[src/rtl/tsg_pkg.sv]
// Shared types, codes and widths for the touch swipe gesture recognizer.
// No dependencies; imported by every module of the block.
`timescale 1ns / 1ps
`default_nettype none

package tsg_pkg;

  // Width of the stored coordinates (8 to 32).
  localparam int COORD_BITS = 16;
  // Width of the event value and of the reported points.
  localparam int VAL_BITS   = 16;
  // Width of the hit-rectangle bounds.
  localparam int RECT_BITS  = 16;
  // Common width for comparing coordinates against the rectangle.
  localparam int CMP_BITS   = (COORD_BITS > RECT_BITS) ? COORD_BITS : RECT_BITS;

  // APB register file
  localparam int APB_DATA_BITS = 32;
  localparam int APB_ADDR_BITS = 4;
  localparam int REG_IDX_BITS  = 2;

  localparam logic [REG_IDX_BITS-1:0] REG_RECT_LEFT   = 2'd0;
  localparam logic [REG_IDX_BITS-1:0] REG_RECT_TOP    = 2'd1;
  localparam logic [REG_IDX_BITS-1:0] REG_RECT_RIGHT  = 2'd2;
  localparam logic [REG_IDX_BITS-1:0] REG_RECT_BOTTOM = 2'd3;

  // Event kinds
  localparam logic [1:0] REQ_OTHER = 2'd0;
  localparam logic [1:0] REQ_KEY   = 2'd1;
  localparam logic [1:0] REQ_X     = 2'd2;
  localparam logic [1:0] REQ_Y     = 2'd3;

  typedef enum logic [2:0] {
    DIR_NONE  = 3'd0,
    DIR_UP    = 3'd1,
    DIR_DOWN  = 3'd2,
    DIR_LEFT  = 3'd3,
    DIR_RIGHT = 3'd4
  } dir_t;

  typedef logic [COORD_BITS-1:0] coord_t;

  typedef struct packed {
    coord_t start_x;
    coord_t start_y;
    coord_t end_x;
    coord_t end_y;
  } points_t;

  typedef struct packed {
    logic [RECT_BITS-1:0] left;
    logic [RECT_BITS-1:0] top;
    logic [RECT_BITS-1:0] right;
    logic [RECT_BITS-1:0] bottom;
  } rect_t;

endpackage

`default_nettype wire

[src/rtl/tsg_cfg.sv]
// APB register file holding the hit rectangle bounds.
// Depends on tsg_pkg.
`timescale 1ns / 1ps
`default_nettype none

module tsg_cfg
  import tsg_pkg::*;
(
  input  wire logic                     clk,
  input  wire logic                     rst,
  input  wire logic                     psel,
  input  wire logic                     penable,
  input  wire logic                     pwrite,
  input  wire logic [APB_ADDR_BITS-1:0] paddr,
  input  wire logic [APB_DATA_BITS-1:0] pwdata,
  output logic      [APB_DATA_BITS-1:0] prdata,
  output logic                          pready,
  output rect_t                         rect
);

  rect_t                   rect_q;
  logic [REG_IDX_BITS-1:0] idx;
  logic                    wr_en;

  assign idx    = paddr[APB_ADDR_BITS-1:2];
  assign wr_en  = psel && penable && pwrite;
  assign pready = 1'b1;
  assign rect   = rect_q;

  always_ff @(posedge clk) begin
    if (rst) begin
      rect_q <= '0;
    end else if (wr_en) begin
      unique case (idx)
        REG_RECT_LEFT:   rect_q.left   <= pwdata[RECT_BITS-1:0];
        REG_RECT_TOP:    rect_q.top    <= pwdata[RECT_BITS-1:0];
        REG_RECT_RIGHT:  rect_q.right  <= pwdata[RECT_BITS-1:0];
        REG_RECT_BOTTOM: rect_q.bottom <= pwdata[RECT_BITS-1:0];
        default:         rect_q        <= rect_q;
      endcase
    end
  end

  always_comb begin
    prdata = '0;
    unique case (idx)
      REG_RECT_LEFT:   prdata = APB_DATA_BITS'(rect_q.left);
      REG_RECT_TOP:    prdata = APB_DATA_BITS'(rect_q.top);
      REG_RECT_RIGHT:  prdata = APB_DATA_BITS'(rect_q.right);
      REG_RECT_BOTTOM: prdata = APB_DATA_BITS'(rect_q.bottom);
      default:         prdata = '0;
    endcase
  end

endmodule

`default_nettype wire

[src/rtl/tsg_track.sv]
// Gesture state: press phase and the start/end points, updated per item.
// Depends on tsg_pkg.
`timescale 1ns / 1ps
`default_nettype none

module tsg_track
  import tsg_pkg::*;
(
  input  wire logic                clk,
  input  wire logic                rst,
  input  wire logic                upd_en,
  input  wire logic [1:0]          req_type,
  input  wire logic [VAL_BITS-1:0] event_value,
  output points_t                  points
);

  points_t pts;
  points_t pts_next;
  logic    awaiting_press;
  logic    awaiting_press_next;
  coord_t  coord;

  assign coord  = COORD_BITS'(event_value);
  assign points = pts;

  always_comb begin
    pts_next            = pts;
    awaiting_press_next = awaiting_press;
    unique case (req_type)
      REQ_KEY: begin
        if (event_value != '0) begin
          awaiting_press_next = 1'b0;
        end else begin
          // release: result is taken from the old points, then start over
          awaiting_press_next = 1'b1;
          pts_next            = '0;
        end
      end
      REQ_X: begin
        if (coord != '0) begin
          if (awaiting_press) pts_next.start_x = coord;
          pts_next.end_x = coord;
        end
      end
      REQ_Y: begin
        if (coord != '0) begin
          if (awaiting_press) pts_next.start_y = coord;
          pts_next.end_y = coord;
        end
      end
      default: begin
      end
    endcase
  end

  always_ff @(posedge clk) begin
    if (rst) begin
      awaiting_press <= 1'b1;
      pts            <= '0;
    end else if (upd_en) begin
      awaiting_press <= awaiting_press_next;
      pts            <= pts_next;
    end
  end

endmodule

`default_nettype wire

[src/rtl/tsg_eval.sv]
// Swipe direction and rectangle hit test from the current points.
// Depends on tsg_pkg; purely combinational.
`timescale 1ns / 1ps
`default_nettype none

module tsg_eval
  import tsg_pkg::*;
(
  input  wire points_t points,
  input  wire rect_t   rect,
  output dir_t         direction,
  output logic         in_rect
);

  coord_t                dx;
  coord_t                dy;
  logic                  same_x;
  logic                  same_y;
  logic [CMP_BITS-1:0]   sx;
  logic [CMP_BITS-1:0]   sy;

  assign same_x = (points.start_x == points.end_x);
  assign same_y = (points.start_y == points.end_y);

  assign dx = (points.end_x > points.start_x) ? (points.end_x - points.start_x)
                                              : (points.start_x - points.end_x);
  assign dy = (points.end_y > points.start_y) ? (points.end_y - points.start_y)
                                              : (points.start_y - points.end_y);

  always_comb begin
    if (same_x && same_y) begin
      direction = DIR_NONE;
    end else if (dx > dy) begin
      direction = (points.end_x > points.start_x) ? DIR_RIGHT : DIR_LEFT;
    end else begin
      // ties go to the vertical axis
      direction = (points.end_y > points.start_y) ? DIR_DOWN : DIR_UP;
    end
  end

  assign sx = CMP_BITS'(points.start_x);
  assign sy = CMP_BITS'(points.start_y);

  // diagonal gestures never count as a hit
  assign in_rect = (same_x || same_y) &&
                   (sx > CMP_BITS'(rect.left))  && (sx < CMP_BITS'(rect.right)) &&
                   (sy > CMP_BITS'(rect.top))   && (sy < CMP_BITS'(rect.bottom));

endmodule

`default_nettype wire

[src/rtl/touch_swipe_gesture_recognizer_unit.sv]
// Top level of the touch swipe gesture recognizer: input register, gesture
// state, direction/hit logic, result register and APB configuration.
// Depends on tsg_pkg, tsg_cfg, tsg_track and tsg_eval.
`timescale 1ns / 1ps
`default_nettype none

// Touch swipe gesture recognizer. Each input item is one touch-panel event
// (req_type: other, key, X sample, Y sample; event_value: key state or
// coordinate). Before the key press a nonzero sample sets both the start and
// end coordinate of its axis; after the press only the end coordinate moves.
// Zero samples and "other" events change nothing. A key release (key event
// with value 0), pressed or not, produces exactly one result item carrying
// the start point (begin_x/y), end point (finish_x/y), swipe direction
// (none/up/down/left/right by the larger absolute delta, vertical on a tie)
// and in_rect, set when the gesture did not move on both axes and its start
// lies strictly inside the rectangle programmed over APB (rect_left at 0x0,
// rect_top at 0x4, rect_right at 0x8, rect_bottom at 0xC, all reset to 0).
// Rate: one item per clock. An accepted item waits in the input register,
// then updates the state and, for a release, loads the result register.
// A release waits in the input register while the result register holds an
// item not yet taken; this is the only source of input back-pressure.
// Configure only while no item is in flight.
module touch_swipe_gesture_recognizer_unit
  import tsg_pkg::*;
(
  input  wire logic                     clk,
  input  wire logic                     rst,
  // event input
  input  wire logic                     in_valid,
  output logic                          in_ready,
  input  wire logic [1:0]               req_type,
  input  wire logic [VAL_BITS-1:0]      event_value,
  // result output
  output logic                          out_valid,
  input  wire logic                     out_ready,
  output logic      [2:0]               direction,
  output logic                          in_rect,
  output logic      [VAL_BITS-1:0]      begin_x,
  output logic      [VAL_BITS-1:0]      begin_y,
  output logic      [VAL_BITS-1:0]      finish_x,
  output logic      [VAL_BITS-1:0]      finish_y,
  // configuration
  input  wire logic                     psel,
  input  wire logic                     penable,
  input  wire logic                     pwrite,
  input  wire logic [APB_ADDR_BITS-1:0] paddr,
  input  wire logic [APB_DATA_BITS-1:0] pwdata,
  output logic      [APB_DATA_BITS-1:0] prdata,
  output logic                          pready
);

  // input register
  logic                s1_valid;
  logic                s1_valid_next;
  logic [1:0]          s1_type;
  logic [VAL_BITS-1:0] s1_value;
  logic                s1_release;
  logic                s1_adv;

  // result register
  logic                out_valid_q;
  logic                out_valid_next;
  logic                out_load;
  dir_t                dir_q;
  logic                in_rect_q;
  points_t             pts_q;

  rect_t               rect;
  points_t             points;
  dir_t                eval_dir;
  logic                eval_in_rect;

  tsg_cfg u_cfg (
    .clk     (clk),
    .rst     (rst),
    .psel    (psel),
    .penable (penable),
    .pwrite  (pwrite),
    .paddr   (paddr),
    .pwdata  (pwdata),
    .prdata  (prdata),
    .pready  (pready),
    .rect    (rect)
  );

  // A release leaves the input register only when the result slot is free
  // or being emptied this cycle; every other item never waits.
  assign s1_release    = (s1_type == REQ_KEY) && (s1_value == '0);
  assign s1_adv        = s1_valid && (!s1_release || !out_valid_q || out_ready);
  assign in_ready      = !s1_valid || s1_adv;
  assign s1_valid_next = (in_valid && in_ready) || (s1_valid && !s1_adv);

  always_ff @(posedge clk) begin
    if (rst) begin
      s1_valid <= 1'b0;
    end else begin
      s1_valid <= s1_valid_next;
    end
  end

  always_ff @(posedge clk) begin
    if (in_valid && in_ready) begin
      s1_type  <= req_type;
      s1_value <= event_value;
    end
  end

  tsg_track u_track (
    .clk         (clk),
    .rst         (rst),
    .upd_en      (s1_adv),
    .req_type    (s1_type),
    .event_value (s1_value),
    .points      (points)
  );

  // evaluated on the points as they stand before the release clears them
  tsg_eval u_eval (
    .points    (points),
    .rect      (rect),
    .direction (eval_dir),
    .in_rect   (eval_in_rect)
  );

  assign out_load       = s1_adv && s1_release;
  assign out_valid_next = out_load || (out_valid_q && !out_ready);

  always_ff @(posedge clk) begin
    if (rst) begin
      out_valid_q <= 1'b0;
    end else begin
      out_valid_q <= out_valid_next;
    end
  end

  always_ff @(posedge clk) begin
    if (out_load) begin
      dir_q     <= eval_dir;
      in_rect_q <= eval_in_rect;
      pts_q     <= points;
    end
  end

  assign out_valid = out_valid_q;
  assign direction = dir_q;
  assign in_rect   = in_rect_q;
  assign begin_x   = VAL_BITS'(pts_q.start_x);
  assign begin_y   = VAL_BITS'(pts_q.start_y);
  assign finish_x  = VAL_BITS'(pts_q.end_x);
  assign finish_y  = VAL_BITS'(pts_q.end_y);

endmodule

`default_nettype wire

[config.mk]
export PLATFORM = sky130hd
export DESIGN_NAME = touch_swipe_gesture_recognizer_unit
export DESIGN_NICKNAME = d
export VERILOG_FILES = /design/src/rtl/tsg_pkg.sv /design/src/rtl/tsg_cfg.sv /design/src/rtl/tsg_track.sv /design/src/rtl/tsg_eval.sv /design/src/rtl/touch_swipe_gesture_recognizer_unit.sv
export SDC_FILE = /design/constraint.sdc
export NUM_CORES = 1
export LEC_CHECK = 0
export BUFFER_PORTS_ARGS = -buffer_cell sky130_fd_sc_hd__buf_2
export CORE_MARGIN = 2
export CORE_UTILIZATION = 38
export DETAILED_ROUTE_END_ITERATION = 8
export PLACE_DENSITY = 0.67
export SLEW_MARGIN = 5
export SYNTH_ARGS = -nofsm -noshare
export SYNTH_HDL_FRONTEND = slang
export SYNTH_HIERARCHICAL = 1
export SYNTH_SLANG_ARGS = --single-unit
[constraint.sdc]
create_clock -name clk -period 12.1 [get_ports clk]
set_input_delay 1.21 -clock clk [delete_from_list [all_inputs] [get_ports clk]]
set_output_delay 1.21 -clock clk [all_outputs]
set_load 0.01 [all_outputs]
==> results.md, run 1 <==
- STA puts the critical path data required time at 12.49 ns.
- Dividing the synthesized area by the synthesized cell count gives 9.604 sq um.
- Counting flops with an async set or reset pin after synthesis yields a share of 0%.
- For this run, the number of Yosys warnings is 6.
- The startpoint identified for the worst register-to-register timing path is u_track/points[32]$_SDFFE_PP0P_.
- The number of top-level design ports is 164.
- The post-CTS setup buffer count is 0.
- The total of buffers placed on input and output ports is 128.
- For the pin with the worst max-slew slack, the measured transition is 1.113 ns.
- The max-slew violation count is 0.
- CTS saw 217 sinks.
- The analysis attributes to cell leakage a power of 6.564 nW.
- The number of storage elements in the synthesis netlist is 217.
- Data arrives at the worst endpoint at 5.64 ns.
- The critical path ends at direction[1]$_DFFE_PP_.
- The net count of the finished layout is 1748.
- The leftover overflow at the end of global routing is 0.
- The highest-delay cell along the critical path is o31a_1.
- The maximum clock skew at final layout is 0.02543 ns.
- CTS built an H-tree with a depth of 1.
- The maximum root-to-sink buffer count is 3.
- The flow ran to the end, and the final reports show no timing, DRC or antenna violations.
- The number of global-route vias before repair was 10910.
- The standard cell core area is 36430 sq um.
- Cells fill 43.17% of the core in the end.
- After clock tree synthesis, the flow added hold-fix buffers numbering 0.
- The beginning of the critical path is u_track/points[32]$_SDFFE_PP0P_.
- The count of unresolved DRC violations after routing is 0.
- The tool flagged a number of max-cap violations equal to 0.
- From left edge to right edge, the die measures 195.7 microns.
- VDD sags by at most 0.1141 mV.
- The number of distinct standard cells referenced by the synthesized netlist is 76.
- Counting stages on the worst path, the most repeated cell is a21oi_1.
- The cell type with the largest total area after synthesis is dfxtp_1.
- In this design, the stage delay of the slowest critical-path cell is 0.75 ns.
- The final clock period utilization by the worst path is 43.38%.
- The via count normalized by instance count is 5.542.
- The met3 wire length is 2244 microns.
- After synthesis, the cell types taking the most area are dfxtp_1 19%, edfxtp_1 18%, ha_1 13%.
- The worst-case register-to-register setup slack is 6.85 ns.
- The critical path runs through a total of 18 cells.
- 0 antenna diodes ended up in the layout.
- In this run the power density over the cells is 135.9 nW/um^2.
- The worst pin sits at a relative slew slack of 25.24%.
- Setup repair after global routing left no endpoint under its margin.
- The routability congestion estimate from global placement is 0.9023.
- The height of the die is 195.7 microns.
- Synthesis produced 1454 cells.
- The wire length per cell after detailed routing is 19.86 microns.
- The global-route total usage across every layer is 20.75%.
- The die footprint is 38300 sq um.
- Entering global routing, the biggest net connects 90 pins.
- The count of standard-cell rows is 70.
- The kind of critical path is flop to flop.
- The first routing iteration left 1078 violations.
- Across all layers, the routed design uses 11260 vias.
- The met2 wire length is 18740 microns.
- The final hold violation count was 0.
- The share of the synthesized area in the top cell type is 18.78%.
- The clock-pin slew on the worst setup and hold paths is 0.06 ns.
- The CTS tree is yes.
- STA classifies the critical path endpoint as a flop.
- The post-route netlist has 15.10% of its cells at a drive strength greater than 1.
- The first global-routing pass estimated 62330 microns of wire.
- At the later pin of the worst-skew pair, clock insertion delay measures 0.57 ns.
- The first TritonRoute pass finished after 6 iterations.
- The synthesized design contains 86 enable-type register cells.
- Counting cells, the worst reg-to-reg path comes to 18.
- The initial antenna violation count is 0.
- After synthesis the cells add up to 13960 sq um.
- The highest achievable clock rate is 0.1905 GHz.
- The largest fanout on the critical path is 13.
- Summing the sequential cell areas from Yosys gives 37.27% of the chip area.
- The detail route stage leaves a number of antenna-violating nets equal to 0.
- The wire-length estimate of the detail-placed layout is 29100 microns.
- In the synthesized netlist the dominant register cell turns out to be dfxtp_1.
- Buffers inserted during clock tree synthesis total 27.
- Setup slack closes at 6.851 ns.
- The critical path buffer and inverter count is 1.
- Prior to clock tree synthesis, the placed netlist has a worst setup slack of 6.941 ns.
- STA classifies the critical path startpoint as a flop.
- The routed design has 40330 microns of wire.
- The routed design could run at a clock period as short as 5.249 ns.
- The final sum of negative setup slack is 0 ns.
- The number of gates resized after CTS is 0.
- The initial standard-cell utilization of the core is 38.33%.
- The total routed wire length on the met1 layer is 18010 microns.
- Clock tree synthesis selected as its root buffer the cell clkbuf_16.
- Routed signal wires occupy layers up through met4.
- Setup violations remaining at the end of the flow were counted as 0.
- The worst hold path belongs to the class flop to flop.
- Traced cell by cell, the critical path runs through ha_1, inv_1, fa_1, a211oi_1, o21a_1, o21ai_1, a21oi_1, o31a_1, mux2i_1, xor2_1, ha_1, a21oi_1, o21ai_0, a221oi_1, o211ai_1, nand2_1, mux2_2, a21oi_1.
- The worst register-to-register path ends at direction[1]$_DFFE_PP_.
- The layout overhead on the synthesized area is 12.62%.
- The kind of cell with the highest combined delay along the critical path is compound AO/OA/AOI/OAI gates.
[layout make-up]
cell class / instances / area (sq um)
Inverter: 153 / 574.3
Tap cell: 468 / 585.6
Fill cell: 3503 / 20710
Clock inverter: 21 / 234.0
Sequential cell: 217 / 5205
Clock buffer: 28 / 689.4
Multi-Input combinational cell: 1003 / 7699
Timing Repair Buffer: 141 / 740.7
[where the power goes]
group	internal, mW	switching (mW)	leakage, nW
sequential	0.775	0.0310	1.90
combinational	0.213	0.280	4.23
clock	0.486	0.352	0.430
[worst register-to-register path, stage by stage (launching register included)]
cell      delay (ns)
dfxtp_1         0.49
ha_1            0.25
inv_1           0.06
fa_1            0.41
a211oi_1        0.39
o21a_1          0.18
o21ai_1         0.08
a21oi_1         0.31
o31a_1          0.75
mux2i_1         0.31
xor2_1          0.25
ha_1            0.31
a21oi_1         0.14
o21ai_0         0.10
a221oi_1        0.32
o211ai_1        0.15
nand2_1         0.11
mux2_2          0.33
a21oi_1         0.16
[flip-flops by register name, summed over array words and instances (netlist names)]
register,cells
u_cfg/rect,64
u_track/points,64
begin_x,16
begin_y,16
finish_x,16
finish_y,16
s1_value,16
direction,3
s1_type,2
in_rect,1
out_valid,1
s1_valid,1
u_track/awaiting_press,1
[through the flow]
stage               hold WS [ns]  cells  total power, mW  cell area (sq um)
floorplan                 0.4571   1469            1.186              14020
global placement          0.4738   1982            1.289              14800
detailed placement        0.4811   1982            1.303              14800
CTS                       0.4948   2031            2.145              15730
global route              0.5137   2031            2.231              15730
finish                    0.4906   2031            2.137              15730
[placed cells by master, fill, tap and decap left out, types with 56 or more instances in the layout]
cell type and n:
dfxtp_1 131, buf_2 127, edfxtp_1 86, mux2i_1 83
ha_1 140, nand2_1 56, a21oi_1 113, nand3_1 78
nand2b_1 109, inv_1 153
[cells by family (layout without fill, tap and decap cells)]
family                     after synthesis  in the layout  share of synthesized area [%]
DFF                                    217            217                          37.27
and+or+nand+nor                        397            397                          16.41
other                                    2             17                        0.05378
AOI/OAI and AO/OA                      314            314                          14.42
adders and majority gates              144            144                          13.12
muxes                                  103            103                          8.933
xor gates and xnor gates                28             28                          1.756
buffers and inverters                  249            343                          8.046
[synth_stat cells, drive strengths merged, types with 38 or more instances]
| cell | instances |
|---|---|
| a21o | 45 |
| a21oi | 114 |
| a31oi | 53 |
| buf | 58 |
| clkbuf | 38 |
| dfxtp | 131 |
| edfxtp | 86 |
| ha | 140 |
| inv | 153 |
| mux2i | 84 |
| nand2 | 58 |
| nand2b | 109 |
| nand3 | 82 |
| nor2 | 44 |
[worst min-delay path by stage]
stage	startpoint	to	slack, ns	cells after the start
5_1_grt	u_cfg/rect[52]$_SDFFE_PP0P_	u_cfg/rect[52]$_SDFFE_PP0P_	0.51	2
6_report	u_cfg/rect[29]$_SDFFE_PP0P_	u_cfg/rect[29]$_SDFFE_PP0P_	0.49	2
4_1_cts	u_cfg/rect[17]$_SDFFE_PP0P_	u_cfg/rect[17]$_SDFFE_PP0P_	0.49	2
3_5_place_dp	u_cfg/rect[55]$_SDFFE_PP0P_	u_cfg/rect[55]$_SDFFE_PP0P_	0.48	2
3_3_place_gp	u_cfg/rect[16]$_SDFFE_PP0P_	u_cfg/rect[16]$_SDFFE_PP0P_	0.47	2
2_1_floorplan	u_track/points[48]$_SDFFE_PP0P_	begin_x[0]$_DFFE_PP_	0.46	0
[layer usage]
layer  vias to the layer above  track usage [%]
met4                         0            7.464
met5                         -                0
met1                      5446            28.05
met3                        78            2.957
li1                       5344                -
met2                       388            33.99
Power figures use the tool's default switching activity.
==> run 2, diff against run 1 <==
- PLACE_DENSITY: 0.67 -> 0.69
- clock period: 12.1 -> 4.2 ns (I/O delays scaled with it)
==> results.md, run 2 (synthesized netlist as in run 1, its figures left out) <==
- The area growth from synthesis to layout is 19.68%.
- The library cells used most frequently in the layout, excluding fill and tap cells, are 148 x inv_1, 135 x ha_1, 127 x buf_2.
- The flow ran to the end, and the final reports show no timing, DRC or antenna violations.
- The detailed-route via count is 11690.
- Global routing finished with a remaining overflow of 0.
- Setup repair after global routing could not meet its margin everywhere.
- The number of optimization iterations in the first detailed-route pass is 6.
- The maximum root-to-sink buffer count is 3.
- After layout, the minimum clock period comes to 4.127 ns.
- TritonCTS built the clock tree.
- The total leakage power is 7.149 nW.
- Summing all placed instances gives a cell area of 15650 sq um.
- The net count of the finished layout is 1863.
- The final number of setup-violating endpoints is 0.
- Measured against its own limit, the worst slew margin works out to 22.52%.
- The max-slew violation count came to 0.
- The number of placed instances, taps included is 2090.
- The slew at the pin with the worst max-slew slack is 1.154 ns.
- The count of unresolved DRC violations after routing is 0.
- The area of all placed cells without fillers is 16710 sq um.
- Data arrives at the worst endpoint at 4.53 ns.
- The final hold violation count was 0.
- The die footprint is 38300 sq um.
- The share of post-route cells with drive strength above 1 is 23.14%.
- Clock tree synthesis selected as its root buffer the cell clkbuf_16.
- From left edge to right edge, the die measures 195.7 microns.
- The number of cells on the worst reg-to-reg path is 17.
- The non-filler instance count after layout is 2145.
- The standard cell core area is 36430 sq um.
- In this run the critical register-to-register path is launched from u_track/points[3]$_SDFFE_PP0P_.
- The via count normalized by instance count is 5.449.
- The category of the worst setup path capture point is a flop.
- The die is 195.7 microns tall.
- The worst setup path is launched from a flop.
- The wire length per cell after detailed routing is 19.79 microns.
- The sum of routed wire length over all layers is 42460 microns.
- Derived from the worst setup path, the maximum achievable clock frequency is 0.2423 GHz.
- The number of nets with antenna violations after routing is 0.
- In this run the tool buffered the top-level ports with 128 buffer cells.
- The kind of path behind the tightest hold check is primary input to flop.
- After floorplanning, the core was divided into 70 placement rows.
- Routability-driven placement finished with a final weighted congestion of 0.9282.
- The HPWL after detailed placement is 31080 microns.
- The wire length of the first global-routing pass is 64870 microns.
- After clock tree synthesis, the clock-pin slew on the worst setup and hold paths is 0.07 ns.
- The kind of critical path is flop to flop.
- Setup slack on the worst reg-to-reg path comes out at 0.07 ns.
- The final clock period utilization by the worst path is 98.26%.
- The global-route total usage across every layer is 21.77%.
- In this run the critical register-to-register path is captured at direction[1]$_DFFE_PP_.
- The max-capacitance violation count is 0.
- The critical path goes through inv_1, ha_1, buf_4, and3_1, a221o_1, a21o_1, a41oi_1, mux2i_1, xnor2_1, ha_1, a21o_1, a21o_1, a21oi_1, o211ai_1, nand2_4, mux2_4, a21oi_2.
- CTS built an H-tree with a depth of 1.
- VDD sags by at most 0.3125 mV.
- The initial antenna violation count came to 1.
- The cell area power density is 368.7 nW/um^2.
- The total CTS buffers is 25.
- 0 antenna diodes ended up in the layout.
- The most repeated library cell on the critical path is a21o_1.
- Counting every sink on the clock net gives 217.
- The maximum clock skew at final layout is 0.009673 ns.
- The library cell used most frequently in the layout, excluding fill and tap cells, is inv_1.
- The tightest hold margin is 0.05128 ns.
- The number of DRC markers after the initial detailed-route iteration is 940.
- The clock latency on the worst-skew pair is 0.54 ns.
- The highest-delay cell along the critical path is dfxtp_1.
- The maximum number of pins on one net before global-route repair is 120.
- The number of global-route vias before repair is 11410.
- The required time of the critical path is 4.60 ns.
- Along the worst path, the maximum fanout reaches 8.
- The number of top-level design ports is 164.
- The beginning of the critical path is u_track/points[3]$_SDFFE_PP0P_.
- The initial standard-cell utilization of the core is 38.33%.
- The stage delay of the slowest cell on the critical path is 0.42 ns.
- The most critical setup path has its endpoint at direction[1]$_DFFE_PP_.
[run 2: critical path, delay by kind of cell, from the launching register on]
kind,cells,cell delay (ns)
flops,1,0.42
xor+xnor,1,0.23
compound gates,8,1.78
mux,2,0.42
simple gates,2,0.31
fa+ha+maj,2,0.60
buf+inv,2,0.24
[run 2: cell type report]
type / count / area [sq um]
Inverter: 153 / 574.3
Clock buffer: 27 / 633.1
Clock inverter: 19 / 146.4
Timing Repair Buffer: 258 / 1664
Tap cell: 468 / 585.6
Multi-Input combinational cell: 1003 / 7896
Fill cell: 3523 / 19720
Sequential cell: 217 / 5214
[run 2: metrics by stage]
stage / power [mW] / util, % / setup slack, ns / TNS, ns
2_1_floorplan: 3.418 / - / 0.1733 / 0
3_3_place_gp: 3.907 / 42.96 / 0.04379 / 0
3_5_place_dp: 3.926 / 42.96 / -0.01131 / -0.01131
4_1_cts: 6.033 / 45.13 / 0.01388 / 0
5_1_grt: 6.460 / 45.87 / -0.1002 / -0.2043
6_report: 6.162 / 45.87 / 0.07327 / 0
[run 2: how the worst min path moves through the flow]
stage,slack (ns),cells past startpoint,end,startpoint
4_1_cts,0.03,1,s1_value[10]$_DFFE_PP_,event_value[10]
2_1_floorplan,0.46,0,begin_x[0]$_DFFE_PP_,u_track/points[48]$_SDFFE_PP0P_
3_5_place_dp,0.48,2,u_cfg/rect[42]$_SDFFE_PP0P_,u_cfg/rect[42]$_SDFFE_PP0P_
5_1_grt,0.03,1,s1_value[14]$_DFFE_PP_,event_value[14]
6_report,0.05,1,s1_value[10]$_DFFE_PP_,event_value[10]
3_3_place_gp,0.47,2,u_cfg/rect[40]$_SDFFE_PP0P_,u_cfg/rect[40]$_SDFFE_PP0P_
[run 2: routing by layer]
layer / wire (microns) / track usage (%)
met1: 19480 / 29.69
met2: 19680 / 35.97
met3: 2382 / 3.369
met4: 910 / 6.061
met5: 0 / 0
[run 2: what timing repair did]
item | 4_1_cts | 5_1_grt
pin swaps | 0 | 45
endpoints found under the setup margin | 1 | 3
buffers inserted | 0 | 10
hold buffers | 0 | 0
gates resized for setup | 2 | 52
[run 2: where the power goes]
group | leakage [nW] | switching, mW | internal [mW] | total (mW)
Combinational | 4.86 | 0.925 | 0.841 | 1.77
Sequential | 1.90 | 0.0656 | 2.23 | 2.30
Clock | 0.383 | 0.929 | 1.17 | 2.10
